File: config.mk
export PLATFORM = sky130hd
export DESIGN_NAME = antialiased_disc_pixel_flat
export DESIGN_NICKNAME = d
export VERILOG_FILES = /design/src/sv/adp_pkg.sv /design/src/sv/adp_if.sv /design/src/sv/adp_front.sv /design/src/sv/adp_root_cell.sv /design/src/sv/adp_back.sv /design/src/sv/antialiased_disc_pixel.sv /design/src/flat_wrapper.sv
export VERILOG_INCLUDE_DIRS = /design/src /design/src/sv
export SDC_FILE = /design/constraint.sdc
export NUM_CORES = 2
export LEC_CHECK = 0
export BUFFER_PORTS_ARGS = -buffer_cell sky130_fd_sc_hd__buf_4
export CELL_PAD_IN_SITES_DETAIL_PLACEMENT = 1
export CELL_PAD_IN_SITES_GLOBAL_PLACEMENT = 2
export CORE_ASPECT_RATIO = 1.75
export CORE_MARGIN = 8
export CORE_UTILIZATION = 30
export CTS_BUF_LIST = sky130_fd_sc_hd__clkbuf_8
export CTS_CLUSTER_DIAMETER = 200
export CTS_CLUSTER_SIZE = 12
export DETAILED_ROUTE_END_ITERATION = 6
export GPL_TIMING_DRIVEN = 1
export PLACE_DENSITY_LB_ADDON = 0.1
export SLEW_MARGIN = 20
export SYNTH_ARGS = -nofsm -noshare
export SYNTH_HDL_FRONTEND = slang
export SYNTH_SLANG_ARGS = --single-unit
export TNS_END_PERCENT = 30
File: constraint.sdc
create_clock -name clock -period 23.1 [get_ports clock]
set_input_delay 1.155 -clock clock [delete_from_list [all_inputs] [get_ports clock]]
set_output_delay 1.155 -clock clock [all_outputs]
set_load 0.01 [all_outputs]
File: src/sv/assert_macros.svh
// ----------------------------------------------------------------------------
// Assertion macros
// Clocked property checks shared by the disc pixel design.
// ----------------------------------------------------------------------------
`ifndef ASSERT_MACROS_SVH
`define ASSERT_MACROS_SVH

`ifndef SYNTHESIS

// Checked at every rising edge, switched off while reset is high.
`define ADP_ASSERT(lbl, clk, rst, prop, msg) \
   lbl: assert property (@(posedge clk) disable iff (rst) prop) else $error(msg);

// Checked at every rising edge, reset included.
`define ADP_ASSERT_ALWAYS(lbl, clk, prop, msg) \
   lbl: assert property (@(posedge clk) prop) else $error(msg);

`else

`define ADP_ASSERT(lbl, clk, rst, prop, msg)

`define ADP_ASSERT_ALWAYS(lbl, clk, prop, msg)

`endif

`endif

File: src/sv/adp_pkg.sv
`timescale 1ns / 1ps
// ----------------------------------------------------------------------------
// Disc pixel package
// Widths, register codes, shared types and helpers for the disc pixel block.
// ----------------------------------------------------------------------------
package adp_pkg;

   localparam int PIX_W        = 8;
   localparam int DIA_W        = 9;
   localparam int CHAN_W       = 8;
   localparam int WORD_W       = 32;
   localparam int REG_IDX_W    = 3;
   localparam int CSR_DATA_W   = 9;
   localparam int MAX_DIAMETER = 256;

   localparam int DIA_CAP_I = (MAX_DIAMETER < (1 << DIA_W) - 1) ? MAX_DIAMETER
                                                                 : (1 << DIA_W) - 1;
   localparam logic [DIA_W-1:0] DIA_CAP = DIA_CAP_I[DIA_W-1:0];

   localparam int HALF_W  = DIA_W - 1;
   localparam int OFS_W   = PIX_W + 1;
   localparam int SQ_W    = 2 * PIX_W + 1;
   localparam int FRAC_W  = 8;
   localparam int ROOT_W  = (SQ_W + 2 * FRAC_W + 1) / 2;
   localparam int RAD_W   = 2 * ROOT_W;
   localparam int REM_W   = ROOT_W + 2;
   localparam int DIFF_W  = ROOT_W + 2;

   localparam int COV_HALF  = 256;
   localparam int COV_SHIFT = 9;
   localparam int COV_W     = COV_SHIFT + 1;

   typedef enum logic [REG_IDX_W-1:0] {
      REG_DIAMETER = 3'd0,
      REG_RED      = 3'd1,
      REG_GREEN    = 3'd2,
      REG_BLUE     = 3'd3,
      REG_ALPHA    = 3'd4
   } reg_idx_type;

   typedef struct packed {
      logic [DIA_W-1:0]  diameter;
      logic [CHAN_W-1:0] red;
      logic [CHAN_W-1:0] green;
      logic [CHAN_W-1:0] blue;
      logic [CHAN_W-1:0] alpha;
   } cfg_type;

   // Partial square root travelling along the chain of cells.
   typedef struct packed {
      logic [REM_W-1:0]  rem;
      logic [ROOT_W-1:0] root;
      logic [RAD_W-1:0]  rad;
   } root_word_type;

   // Centre of the image, with the diameter saturated first.
   function automatic logic [HALF_W-1:0] disc_half(input logic [DIA_W-1:0] dia);
      logic [DIA_W-1:0] dia_c;
      dia_c = (dia > DIA_CAP) ? DIA_CAP : dia;
      return dia_c[DIA_W-1:1];
   endfunction

endpackage

File: src/sv/adp_if.sv
`timescale 1ns / 1ps
// ----------------------------------------------------------------------------
// Disc pixel channels
// Valid/ready interfaces for pixel requests, pixel words and register writes.
// ----------------------------------------------------------------------------
interface adp_req_if
   import adp_pkg::*;
   ();
   logic             valid;
   logic             ready;
   logic [PIX_W-1:0] pixel_row;
   logic [PIX_W-1:0] pixel_col;

   modport source (output valid, output pixel_row, output pixel_col, input ready);
   modport sink   (input valid, input pixel_row, input pixel_col, output ready);
endinterface

interface adp_rsp_if
   import adp_pkg::*;
   ();
   logic              valid;
   logic              ready;
   logic [WORD_W-1:0] pixel_word;

   modport source (output valid, output pixel_word, input ready);
   modport sink   (input valid, input pixel_word, output ready);
endinterface

interface adp_csr_if
   import adp_pkg::*;
   ();
   logic                  valid;
   logic                  ready;
   logic [REG_IDX_W-1:0]  index;
   logic [CSR_DATA_W-1:0] wdata;

   modport source (output valid, output index, output wdata, input ready);
   modport sink   (input valid, input index, input wdata, output ready);
endinterface

File: src/sv/adp_front.sv
`timescale 1ns / 1ps
// ----------------------------------------------------------------------------
// Disc pixel front stage
// Forms the offsets from the centre and the squared distance of a pixel.
// ----------------------------------------------------------------------------
module adp_front
   import adp_pkg::*;
(
   input  logic          clock,
   input  logic          reset,
   input  cfg_type       cfg,
   adp_req_if.sink       req,
   output logic          out_valid,
   input  logic          out_ready,
   output root_word_type out_word
);

   logic                      valid_ff;
   logic                      load;
   logic [HALF_W-1:0]         half;
   logic signed [OFS_W-1:0]   ofs_x;
   logic signed [OFS_W-1:0]   ofs_y;
   logic signed [2*OFS_W-1:0] sq_x;
   logic signed [2*OFS_W-1:0] sq_y;
   logic [SQ_W-1:0]           sq;
   root_word_type             word_in;
   root_word_type             word_ff;

   assign half  = disc_half(cfg.diameter);
   assign ofs_x = $signed({1'b0, req.pixel_col}) - $signed({1'b0, half});
   assign ofs_y = $signed({1'b0, req.pixel_row}) - $signed({1'b0, half});
   assign sq_x  = ofs_x * ofs_x;
   assign sq_y  = ofs_y * ofs_y;
   assign sq    = {1'b0, sq_x[SQ_W-2:0]} + {1'b0, sq_y[SQ_W-2:0]};

   always_comb begin
      word_in.rem  = '0;
      word_in.root = '0;
      word_in.rad  = RAD_W'({sq, {(2*FRAC_W){1'b0}}});
   end

   assign req.ready = !valid_ff || out_ready;
   assign load      = req.valid && req.ready;

   always_ff @(posedge clock) begin
      if (reset) begin
         valid_ff <= 1'b0;
      end else if (req.ready) begin
         valid_ff <= req.valid;
      end
   end

   always_ff @(posedge clock) begin
      if (load) begin
         word_ff <= word_in;
      end
   end

   assign out_valid = valid_ff;
   assign out_word  = word_ff;

endmodule

File: src/sv/adp_root_cell.sv
`timescale 1ns / 1ps
// ----------------------------------------------------------------------------
// Square root cell
// Resolves one bit of the root per word and hands the word to the next cell.
// ----------------------------------------------------------------------------
module adp_root_cell
   import adp_pkg::*;
(
   input  logic          clock,
   input  logic          reset,
   input  logic          in_valid,
   output logic          in_ready,
   input  root_word_type in_word,
   output logic          out_valid,
   input  logic          out_ready,
   output root_word_type out_word
);

   logic          valid_ff;
   root_word_type word_in;
   root_word_type word_ff;

   // Restoring step: bring down two radicand bits and try 4q + 1.
   always_comb begin
      logic [REM_W-1:0] trial;
      logic [REM_W-1:0] test;
      trial = {in_word.rem[REM_W-3:0], in_word.rad[RAD_W-1 -: 2]};
      test  = {in_word.root, 2'b01};
      word_in.rad = {in_word.rad[RAD_W-3:0], 2'b00};
      if (trial >= test) begin
         word_in.rem  = trial - test;
         word_in.root = {in_word.root[ROOT_W-2:0], 1'b1};
      end else begin
         word_in.rem  = trial;
         word_in.root = {in_word.root[ROOT_W-2:0], 1'b0};
      end
   end

   assign in_ready = !valid_ff || out_ready;

   always_ff @(posedge clock) begin
      if (reset) begin
         valid_ff <= 1'b0;
      end else if (in_ready) begin
         valid_ff <= in_valid;
      end
   end

   always_ff @(posedge clock) begin
      if (in_valid && in_ready) begin
         word_ff <= word_in;
      end
   end

   assign out_valid = valid_ff;
   assign out_word  = word_ff;

endmodule

File: src/sv/adp_back.sv
`timescale 1ns / 1ps
// ----------------------------------------------------------------------------
// Disc pixel back stage
// Turns the distance into coverage, scales alpha and packs the pixel word.
// ----------------------------------------------------------------------------
module adp_back
   import adp_pkg::*;
(
   input  logic          clock,
   input  logic          reset,
   input  cfg_type       cfg,
   input  logic          in_valid,
   output logic          in_ready,
   input  root_word_type in_word,
   adp_rsp_if.source     rsp
);

   localparam logic signed [DIFF_W-1:0] COV_LO = DIFF_W'(-COV_HALF);
   localparam logic signed [DIFF_W-1:0] COV_HI = DIFF_W'(COV_HALF);
   localparam logic signed [DIFF_W-1:0] RAD_OFS = DIFF_W'(2 << FRAC_W);

   logic                       valid_ff;
   logic [HALF_W-1:0]          half;
   logic signed [DIFF_W-1:0]   rad_fix;
   logic signed [DIFF_W-1:0]   diff;
   logic signed [DIFF_W-1:0]   diff_c;
   logic signed [DIFF_W-1:0]   cov_sum;
   logic [COV_W-1:0]           cov;
   logic [CHAN_W+COV_W-1:0]    prod;
   logic [WORD_W-1:0]          word_in;
   logic [WORD_W-1:0]          word_ff;

   assign half    = disc_half(cfg.diameter);
   assign rad_fix = $signed(DIFF_W'({half, {FRAC_W{1'b0}}})) - RAD_OFS;
   assign diff    = rad_fix - $signed(DIFF_W'(in_word.root));

   always_comb begin
      if (diff < COV_LO) begin
         diff_c = COV_LO;
      end else if (diff > COV_HI) begin
         diff_c = COV_HI;
      end else begin
         diff_c = diff;
      end
   end

   assign cov_sum = diff_c + COV_HI;
   assign cov     = cov_sum[COV_W-1:0];
   assign prod    = cfg.alpha * cov;
   assign word_in = {cfg.red, cfg.green, cfg.blue, prod[COV_SHIFT +: CHAN_W]};

   assign in_ready = !valid_ff || rsp.ready;

   always_ff @(posedge clock) begin
      if (reset) begin
         valid_ff <= 1'b0;
      end else if (in_ready) begin
         valid_ff <= in_valid;
      end
   end

   always_ff @(posedge clock) begin
      if (in_valid && in_ready) begin
         word_ff <= word_in;
      end
   end

   assign rsp.valid      = valid_ff;
   assign rsp.pixel_word = word_ff;

endmodule

File: src/sv/antialiased_disc_pixel.sv
`timescale 1ns / 1ps
// Pipeline: an accepted request word passes one front stage for the squared
// distance, one root cell per root bit (17) and one back stage.
// Throughput: one word per cycle if unstalled; a stage holds one word and moves on
// when the stage after it is empty or moving, so bubbles close up under a stall.
// Reset: synchronous, clears every stage's valid flag and loads the registers with
// diameter 16 and all colour codes 255. Register writes are always taken.
`include "assert_macros.svh"
// ----------------------------------------------------------------------------
// Anti-aliased disc pixel
// Returns the packed RGBA word of a filled, anti-aliased disc for one pixel.
// ----------------------------------------------------------------------------
module antialiased_disc_pixel
   import adp_pkg::*;
(
   input  logic      clock,
   input  logic      reset,
   adp_req_if.sink   req_chan,
   adp_rsp_if.source rsp_chan,
   adp_csr_if.sink   csr_chan
);

   cfg_type       cfg_ff;
   cfg_type       cfg_in;
   logic          cell_valid [0:ROOT_W];
   logic          cell_ready [0:ROOT_W];
   root_word_type cell_word  [0:ROOT_W];

   assign csr_chan.ready = 1'b1;

   always_comb begin
      cfg_in = cfg_ff;
      if (csr_chan.valid && csr_chan.ready) begin
         unique case (csr_chan.index)
            REG_DIAMETER: cfg_in.diameter = csr_chan.wdata[DIA_W-1:0];
            REG_RED:      cfg_in.red      = csr_chan.wdata[CHAN_W-1:0];
            REG_GREEN:    cfg_in.green    = csr_chan.wdata[CHAN_W-1:0];
            REG_BLUE:     cfg_in.blue     = csr_chan.wdata[CHAN_W-1:0];
            REG_ALPHA:    cfg_in.alpha    = csr_chan.wdata[CHAN_W-1:0];
            default:      cfg_in = cfg_ff;
         endcase
      end
   end

   always_ff @(posedge clock) begin
      if (reset) begin
         cfg_ff.diameter <= DIA_W'(16);
         cfg_ff.red      <= '1;
         cfg_ff.green    <= '1;
         cfg_ff.blue     <= '1;
         cfg_ff.alpha    <= '1;
      end else begin
         cfg_ff <= cfg_in;
      end
   end

   adp_front u_front (
      .clock     (clock),
      .reset     (reset),
      .cfg       (cfg_ff),
      .req       (req_chan),
      .out_valid (cell_valid[0]),
      .out_ready (cell_ready[0]),
      .out_word  (cell_word[0])
   );

   for (genvar k = 0; k < ROOT_W; k++) begin : g_cell
      adp_root_cell u_cell (
         .clock     (clock),
         .reset     (reset),
         .in_valid  (cell_valid[k]),
         .in_ready  (cell_ready[k]),
         .in_word   (cell_word[k]),
         .out_valid (cell_valid[k+1]),
         .out_ready (cell_ready[k+1]),
         .out_word  (cell_word[k+1])
      );
   end

   adp_back u_back (
      .clock    (clock),
      .reset    (reset),
      .cfg      (cfg_ff),
      .in_valid (cell_valid[ROOT_W]),
      .in_ready (cell_ready[ROOT_W]),
      .in_word  (cell_word[ROOT_W]),
      .rsp      (rsp_chan)
   );

   // A finished root leaves a remainder no larger than twice the root.
   `ADP_ASSERT(a_root_rem, clock, reset, cell_valid[ROOT_W] |-> (cell_word[ROOT_W].rem <= {1'b0, cell_word[ROOT_W].root, 1'b0}), "root remainder out of range")
   `ADP_ASSERT(a_req_enters, clock, reset, req_chan.valid && req_chan.ready |=> cell_valid[0], "accepted word missing from front stage")
   `ADP_ASSERT(a_back_free, clock, reset, !rsp_chan.valid |-> cell_ready[ROOT_W], "empty output stage refuses a word")
   `ADP_ASSERT_ALWAYS(a_reset_ready, clock, reset |=> req_chan.ready, "not ready after reset")

endmodule

File: src/flat_wrapper.sv
// flat-port wrapper written by rule: the top's interface ports become plain ports
module antialiased_disc_pixel_flat import adp_pkg::*;
  (clock, reset, req_chan_valid, req_chan_pixel_row, req_chan_pixel_col, req_chan_ready, rsp_chan_valid, rsp_chan_pixel_word, rsp_chan_ready, csr_chan_valid, csr_chan_index, csr_chan_wdata, csr_chan_ready);
  adp_req_if req_chan_i ();
  adp_rsp_if rsp_chan_i ();
  adp_csr_if csr_chan_i ();
  input  logic clock;
  input  logic reset;
  input wire logic [$bits(req_chan_i.valid)-1:0] req_chan_valid;
  input wire logic [$bits(req_chan_i.pixel_row)-1:0] req_chan_pixel_row;
  input wire logic [$bits(req_chan_i.pixel_col)-1:0] req_chan_pixel_col;
  output wire logic [$bits(req_chan_i.ready)-1:0] req_chan_ready;
  output wire logic [$bits(rsp_chan_i.valid)-1:0] rsp_chan_valid;
  output wire logic [$bits(rsp_chan_i.pixel_word)-1:0] rsp_chan_pixel_word;
  input wire logic [$bits(rsp_chan_i.ready)-1:0] rsp_chan_ready;
  input wire logic [$bits(csr_chan_i.valid)-1:0] csr_chan_valid;
  input wire logic [$bits(csr_chan_i.index)-1:0] csr_chan_index;
  input wire logic [$bits(csr_chan_i.wdata)-1:0] csr_chan_wdata;
  output wire logic [$bits(csr_chan_i.ready)-1:0] csr_chan_ready;
  assign req_chan_i.valid = req_chan_valid;
  assign req_chan_i.pixel_row = req_chan_pixel_row;
  assign req_chan_i.pixel_col = req_chan_pixel_col;
  assign req_chan_ready = req_chan_i.ready;
  assign rsp_chan_valid = rsp_chan_i.valid;
  assign rsp_chan_pixel_word = rsp_chan_i.pixel_word;
  assign rsp_chan_i.ready = rsp_chan_ready;
  assign csr_chan_i.valid = csr_chan_valid;
  assign csr_chan_i.index = csr_chan_index;
  assign csr_chan_i.wdata = csr_chan_wdata;
  assign csr_chan_ready = csr_chan_i.ready;
  antialiased_disc_pixel u_core (.clock(clock), .reset(reset), .req_chan(req_chan_i), .rsp_chan(rsp_chan_i), .csr_chan(csr_chan_i));
endmodule
# Word level (Yosys, flattened, before mapping)

Index checks and enable logic that the tools add are counted.

Muxes and demuxes: 20
Reductions and logical operators: 63
Equal/unequal tests: 4
Multiply operators: 3
Magnitude comparators: 20
Add/subtract/negate cells: 22

Operators with widths:

| cell                                                             | number |
|---|---|
| two-way mux 34 bit                                               | 15 |
| >= comparator 19 bit                                             | 16 |
| subtractor 17 bit                                                | 15 |
| multiplier 9 x 9 -> 16 bit                                       | 2 |
| two-way mux 10 bit                                               | 2 |
| greater-than comparator 19 x 10 -> 1 bit (second input constant) | 1 |
| logical AND 1 bit                                                | 19 |
| zero test 1 bit                                                  | 19 |
| logical OR 1 bit                                                 | 19 |
| < comparator 19 x 9 -> 1 bit (second input constant)             | 1 |
| subtractor 17 x 18 -> 19 bit                                     | 1 |
| two-way mux 18 bit                                               | 1 |
| subtractor 8 x 8 -> 9 bit                                        | 2 |
| adder 16 x 16 -> 17 bit                                          | 1 |
| multiplier 8 x 10 -> 17 bit                                      | 1 |
| subtractor 16 x 10 -> 17 bit (second input constant)             | 1 |
| adder 10 bit (second input constant)                             | 1 |
| AND reduction 2 bit                                              | 5 |
| greater-than comparator 9 bit (second input constant)            | 1 |
| two-way mux 9 bit                                                | 1 |
| == test 3 x 2 -> 1 bit (second input constant)                   | 2 |
| == test 3 x 1 -> 1 bit (second input constant)                   | 1 |
| == test 3 bit (second input constant)                            | 1 |
| zero test 3 bit                                                  | 1 |
| other kinds (3)                                                  | 3 |

Register bits: 727
Input port bits: 33
Logic and storage cells: 207
Output and inout port bits: 35

# Depth between registers and ports, before layout

Depth after elaboration: 21
Mapped depth: 37
Depth with buffers taken out: 37

# Cells and area by module

A second synthesis with hierarchy kept.

Cell total of the unflattened synthesis: 5963
Area total of the unflattened synthesis: 72868.6 µm²

Modules (own cells, without submodules):

| module                                       | cells each | instances | seq. area each (µm²) | area an instance (µm²) |
|---|---|---|---|---|
| adp_root_cell (u_core.g_cell[14].u_cell ...) | 274        | 12        | 2062.0               | 3567.2 |
| adp_root_cell (u_core.g_cell[0].u_cell ...)  | 256        | 4         | 2062.0               | 3418.3 |
| adp_front                                    | 755        | 1         | 530.5                | 6865.3 |
| adp_back                                     | 485        | 1         | 980.9                | 4468.0 |
| adp_root_cell (u_core.g_cell[13].u_cell)     | 254        | 1         | 2062.0               | 3428.3 |
| antialiased_disc_pixel                       | 157        | 1         | 820.8                | 1627.8 |

# Worst setup path before layout

No wires, ideal clock.

Path type: input-to-reg
From: input port req_chan_pixel_col[0]
To: register u_core.u_front.word_ff (netlist bit u_core.u_front.out_word[31]), data pin
Arrival time: 8336 ps
Setup slack: 14494 ps
Required time: 22831 ps
Setup time: 269 ps
Stages on the path: 36
Path buffers: 0
Cells stage by stage: inv_1 -> ha_1 -> inv_1 -> fa_1 -> a21o_1 -> a21oi_1 -> o21bai_1 -> a21oi_1 -> o21bai_1 -> a21oi_1 -> nand2b_1 -> fa_1 -> inv_1 -> fa_1 -> inv_1 -> fa_1 -> inv_1 -> fa_1 -> inv_1 -> fa_1 -> inv_1 -> ha_1 -> o21ai_0 -> a21boi_0 -> o21ai_0 -> nand2_1 -> a21o_1 -> a21o_1 -> a21o_1 -> a21oi_1 -> xnor2_1 -> ha_1 -> nand2b_1 -> nor3_1 -> a2111oi_0 -> nand3_1

Longest elaborated chain between the ends: 3

RTL lines:

| item                            | line               | RTL |
|---|---|---|
| start, declared                 | flat_wrapper.sv:11 | `input wire logic [$bits(req_chan_i.pixel_col)-1:0] req_chan_pixel_col;` |
| subtractor 8 x 8 -> 9 bit       | adp_front.sv:30    | `assign ofs_x = $signed({1'b0, req.pixel_col}) - $signed({1'b0, half});` |
| multiplier 9 x 9 -> 16 bit      | adp_front.sv:32    | `assign sq_x = ofs_x * ofs_x;` |
| adder 16 x 16 -> 17 bit         | adp_front.sv:34    | `assign sq = {1'b0, sq_x[SQ_W-2:0]} + {1'b0, sq_y[SQ_W-2:0]};` |
| named net u_core.u_front.sq[15] | adp_front.sv:25    | `logic [SQ_W-1:0] sq;` |
| end signal, assigned            | adp_front.sv:55    | `word_ff <= word_in;` |
| end, declared                   | adp_front.sv:27    | `root_word_type word_ff;` |

The timed path passes the listed nets, and every way through them passes these cells.
A chain may end at the register's enable or synchronous reset.

# Worst setup path after layout

From: register u_core.cfg_ff[40] in the netlist's numbering
To: register u_core.u_back.word_ff[7], in the netlist u_core.u_back.rsp.pixel_word[7], data pin

Longest elaborated chain between the ends: 9
Elaborated cells between the ends (all ways): 10
Classes of those cells: 3 x add/sub; 1 x mul; 3 x order compare; 3 x mux

RTL lines:

| item                                     | line                         | RTL |
|---|---|---|
| start, declared                          | antialiased_disc_pixel.sv:23 | `cfg_type cfg_ff;` |
| start signal, assigned                   | antialiased_disc_pixel.sv:53 | `cfg_ff <= cfg_in;` |
| greater-than comparator 9 bit            | adp_pkg.sv:59                | `dia_c = (dia > DIA_CAP) ? DIA_CAP : dia;` |
| two-way mux 9 bit (*)                    | adp_pkg.sv:59                |  |
| subtractor 16 x 10 -> 17 bit (*)         | adp_back.sv:34               | `assign rad_fix = $signed(DIFF_W'({half, {FRAC_W{1'b0}}})) - RAD_OFS;` |
| subtractor 17 x 18 -> 19 bit (*)         | adp_back.sv:35               | `assign diff = rad_fix - $signed(DIFF_W'(in_word.root));` |
| greater-than comparator 19 x 10 -> 1 bit | adp_back.sv:40               | `end else if (diff > COV_HI) begin` |
| two-way mux 10 bit                       | adp_back.sv:40               |  |
| two-way mux 10 bit (*)                   | adp_back.sv:38               | `if (diff < COV_LO) begin` |
| adder 10 bit (*)                         | adp_back.sv:47               | `assign cov_sum = diff_c + COV_HI;` |
| multiplier 8 x 10 -> 17 bit (*)          | adp_back.sv:49               | `assign prod = cfg.alpha * cov;` |
| named net u_core.u_back.prod[16]         | adp_back.sv:29               | `logic [CHAN_W+COV_W-1:0] prod;` |
| end signal, assigned                     | adp_back.sv:64               | `word_ff <= word_in;` |
| end, declared                            | adp_back.sv:31               | `logic [WORD_W-1:0] word_ff;` |

Mark *: on every way through the listed nets, which the timed path passes. The rest lies on a longest branch.

==> results.json <==
{
  "status": "completed",
  "routabilityCongestion": 0.793,
  "die-width_um": 278,
  "yosysMostFrequentCell": "sky130_fd_sc_hd__edfxtp_1",
  "setup.worst_path.start_class": "flop",
  "wire_per_inst_um": 17.9,
  "postSynthNetCount": 3753,
  "clock_path_buffers": 3,
  "power.share.sequential_pct": 28.5,
  "post_synth_most_frequent_cells": "516 x sky130_fd_sc_hd__edfxtp_1, 473 x sky130_fd_sc_hd__inv_1, 295 x sky130_fd_sc_hd__ha_1, 255 x sky130_fd_sc_hd__nand2_1, 211 x sky130_fd_sc_hd__nor2_1",
  "drc_errors": 0,
  "core.rowCount": 168,
  "synth-seq-cells": 575,
  "hpwl_mm": 71.4,
  "post_synth_main_area_contributors": "sky130_fd_sc_hd__edfxtp_1 43%, sky130_fd_sc_hd__ha_1 10%, sky130_fd_sc_hd__fa_1 8.9%",
  "worstPathArrival_ns": 10.04,
  "worst_setup_path_endpoint": "u_core.u_back.rsp.pixel_word[7]",
  "synth_edf_count": 516,
  "cts-root-buf": "sky130_fd_sc_hd__clkbuf_8",
  "fmax_mhz": 104,
  "slew_headroom_pct": 31.0,
  "cts_resizes": 0,
  "worstMarginPinSlew_ns": 1.03,
  "finalSetupViolations": 0,
  "cell_type_with_the_highest_occurrence_count_on_the_critical_path": "sky130_fd_sc_hd__fa_1",
  "fraction_of_registers_with_async_set_or_reset_after_synthesis_pct": 0,
  "timing.critical_path.slowest_stage_cell": "sky130_fd_sc_hd__nand2_1",
  "reg2reg_depth": 29,
  "finalSetupTns_ns": 0,
  "synthCells": 3265,
  "yosys.area.top_type": "sky130_fd_sc_hd__edfxtp_1",
  "timing.critical_path.slowest_cell_delay_ns": 0.55,
  "grt_overflow": 0,
  "power_density_nw_per_um2": 116,
  "timing.final.max_slew_violations": 0,
  "final_nets": 3835,
  "worst-r2r-setup-slack_ns": 13.49,
  "worst_r2r_dst": "u_core.u_back.rsp.pixel_word[7]",
  "synth-main-ff-cell": "sky130_fd_sc_hd__edfxtp_1",
  "drtIter0Drc": 664,
  "drv.max_cap_violation_count": 0,
  "critPathTopFamily": "adder cells",
  "grt_setup_unrepaired": "false",
  "timing.final.crit_period_ns": 9.61,
  "firstDrtPassIters": 4,
  "timing.final.hold_violations": 0,
  "ys_types": 77,
  "cts_setup_buffers": 0,
  "top_level_ports": 68,
  "detailroute.via_count": 23300,
  "portBuffers": 66,
  "cts_inserted_buffers": 53,
  "peakVddDrop_v": 0.000294,
  "syn-mean-instance-area_um2": 11.1,
  "maximum_number_of_pins_on_one_net_before_global_route_repair": 60,
  "hold_buffer_count_at_cts": 0,
  "grt_antenna_before_repair": 2,
  "instances_no_fill": 4926,
  "htree_num_levels": 2,
  "power_switching_uw": 1890,
  "sw_frac_of_total_pct": 41.3,
  "timing.rr.start": "u_core.cfg_ff[40]",
  "core_um2": 120000,
  "die_height_um": 475,
  "area_delta_synth_final_pct": 9.48,
  "synth_cell_area_um2": 36100,
  "hold_path.class": "flop to flop",
  "synth_largest_type_area_fraction_pct": 42.9,
  "timing.critical_path.depth": 29,
  "total_leakage_power_uw": 0.0166,
  "clkSinkCount": 575,
  "synth.yosys.warnings": 0,
  "worst-setup-path-type": "flop to flop",
  "required_ns": 23.53,
  "routed_wirelength_mm": 88.3,
  "drt-vias-per-instance": 4.72,
  "power_report.internal_total_uw": 2690,
  "clockPowerShare_pct": 12.8,
  "drtAntennaViolNets": 0,
  "ys_seq_area_share_pct": 46.2,
  "critical_path_buf_inv_count": 4,
  "grt_pass1_vias": 26600,
  "clock_latency_ns": 0.71,
  "worst_setup_path_end_kind": "flop",
  "place_inst": 4820,
  "clock-skew-final_ns": 0.0658,
  "fin_crit_sh_pct": 41.6,
  "p_comb_share_pct": 58.7,
  "grt_pass1_wl_mm": 143,
  "tritoncts": "yes",
  "clock_slew_seen_by_the_registers_of_the_worst_setup_and_hold_paths_ns": 0.12,
  "critical_path.max_fanout": 22,
  "drive_above_1_share_pct": 7.75,
  "worst_setup_startpoint": "u_core.cfg_ff[40]",
  "fp.dieArea_um2": 132000,
  "initial_core_utilization_pct": 30.2,
  "gr-usage-all-layers_pct": 13.5
}
worst reg2reg max path: cells and delay by family, from the launching register on:
kind,cells,cell delay (ns)
compound gates,5,1.81
xor+xnor,2,0.41
fa+ha+maj,7,3.17
buf+inv,4,0.57
flops,1,0.44
simple gates,11,2.99
routing by layer:
layer | wire length, µm | part of all wire (%) | track usage (%)
met1 | 32400 | 37 | 13.4
met2 | 51200 | 58 | 28.1
met4 | 2900 | 3.3 | 4.51
met3 | 1700 | 1.9 | 1.49
met5 | 22 | 0.025 | 0
cell type report:
cell class	count	area (µm²)
Timing Repair Buffer	87	693
Inverter	477	1790
Clock inverter	47	198
Tap cell	1530	1910
Sequential cell	575	16700
Antenna cell	4	10.0
Multi-Input combinational cell	2153	17500
Fill cell	13100	80100
Clock buffer	53	729
cells in the final DEF (no fill, tap or decap), types with 52 or more instances in the layout:
cell                       synthesis  routed
sky130_fd_sc_hd__edfxtp_1        516     516
sky130_fd_sc_hd__mux2_2           70      70
sky130_fd_sc_hd__o21ai_0         108     108
sky130_fd_sc_hd__a21o_1           52      52
sky130_fd_sc_hd__and2_1           52      52
sky130_fd_sc_hd__ha_1            295     295
sky130_fd_sc_hd__nor2_1          211     210
sky130_fd_sc_hd__inv_1           473     517
sky130_fd_sc_hd__nor3_1           61      60
sky130_fd_sc_hd__nand2_1         255     255
sky130_fd_sc_hd__dfxtp_1          59      59
sky130_fd_sc_hd__buf_4             1      85
sky130_fd_sc_hd__clkbuf_8          0      53
sky130_fd_sc_hd__xor2_1           76      76
sky130_fd_sc_hd__fa_1            160     160
sky130_fd_sc_hd__xnor2_1         168     168
sky130_fd_sc_hd__a21oi_1         153     153
power groups by stage:
stage	combinational, µW	clock (µW)	sequential (µW)
6_report	2690	585	1310
5_1_grt	3100	661	1310
3_5_place_dp	2750	0	1330
4_1_cts	2790	633	1310
3_3_place_gp	2750	0	1330
2_1_floorplan	2040	0	1320
how the worst min path moves through the flow:
| stage | startpoint | endpoint | slack [ns] | cells past startpoint |
|---|---|---|---|---|
| detailed placement | u_core.g_cell[1].u_cell.out_word[30] | u_core.g_cell[2].u_cell.out_word[32] | 0.41 | 0 |
| global route | u_core.g_cell[1].u_cell.out_word[30] | u_core.g_cell[2].u_cell.out_word[32] | 0.39 | 0 |
| finish | u_core.g_cell[1].u_cell.out_word[30] | u_core.g_cell[2].u_cell.out_word[32] | 0.38 | 0 |
| CTS | u_core.g_cell[1].u_cell.out_word[30] | u_core.g_cell[2].u_cell.out_word[32] | 0.36 | 0 |
| floorplan | u_core.u_front.out_word[16] | u_core.g_cell[0].u_cell.out_word[18] | 0.40 | 0 |
| global placement | u_core.g_cell[5].u_cell.out_word[29] | u_core.g_cell[6].u_cell.out_word[31] | 0.40 | 0 |
kinds of logic after synthesis:
family,share of synthesized area [%]
compound gates,8.63
xor+xnor,5.92
fa+ha+maj,19.1
buf+inv,5.62
flops,46.2
mux,2.27
other cells,0.0208
simple gates,12.2
state kept, by name, summed over array words and instances (netlist names):
signal / cells
u_core.g_cell.u_cell.out_word: 467
u_core.u_back.rsp.valid: 1
u_core.cfg_ff: 40
u_core.u_front.out_valid: 1
u_core.u_back.rsp.pixel_word: 32
u_core.g_cell.u_cell.out_valid: 17
u_core.u_front.out_word: 17
per-stage QoR:
stage	total power (µW)	utilization, %	setup WS, ns	hold slack, ns	area, µm²
4_1_cts	4730	33.0	13.33	0.359	39400
2_1_floorplan	3370	-	14.49	0.400	36100
3_5_place_dp	4080	32.2	13.24	0.406	38500
6_report	4580	33.0	13.49	0.380	39500
3_3_place_gp	4080	32.2	13.37	0.403	38500
5_1_grt	5070	33.0	12.74	0.391	39500
Note: power is estimated with default switching activity, not from simulation.
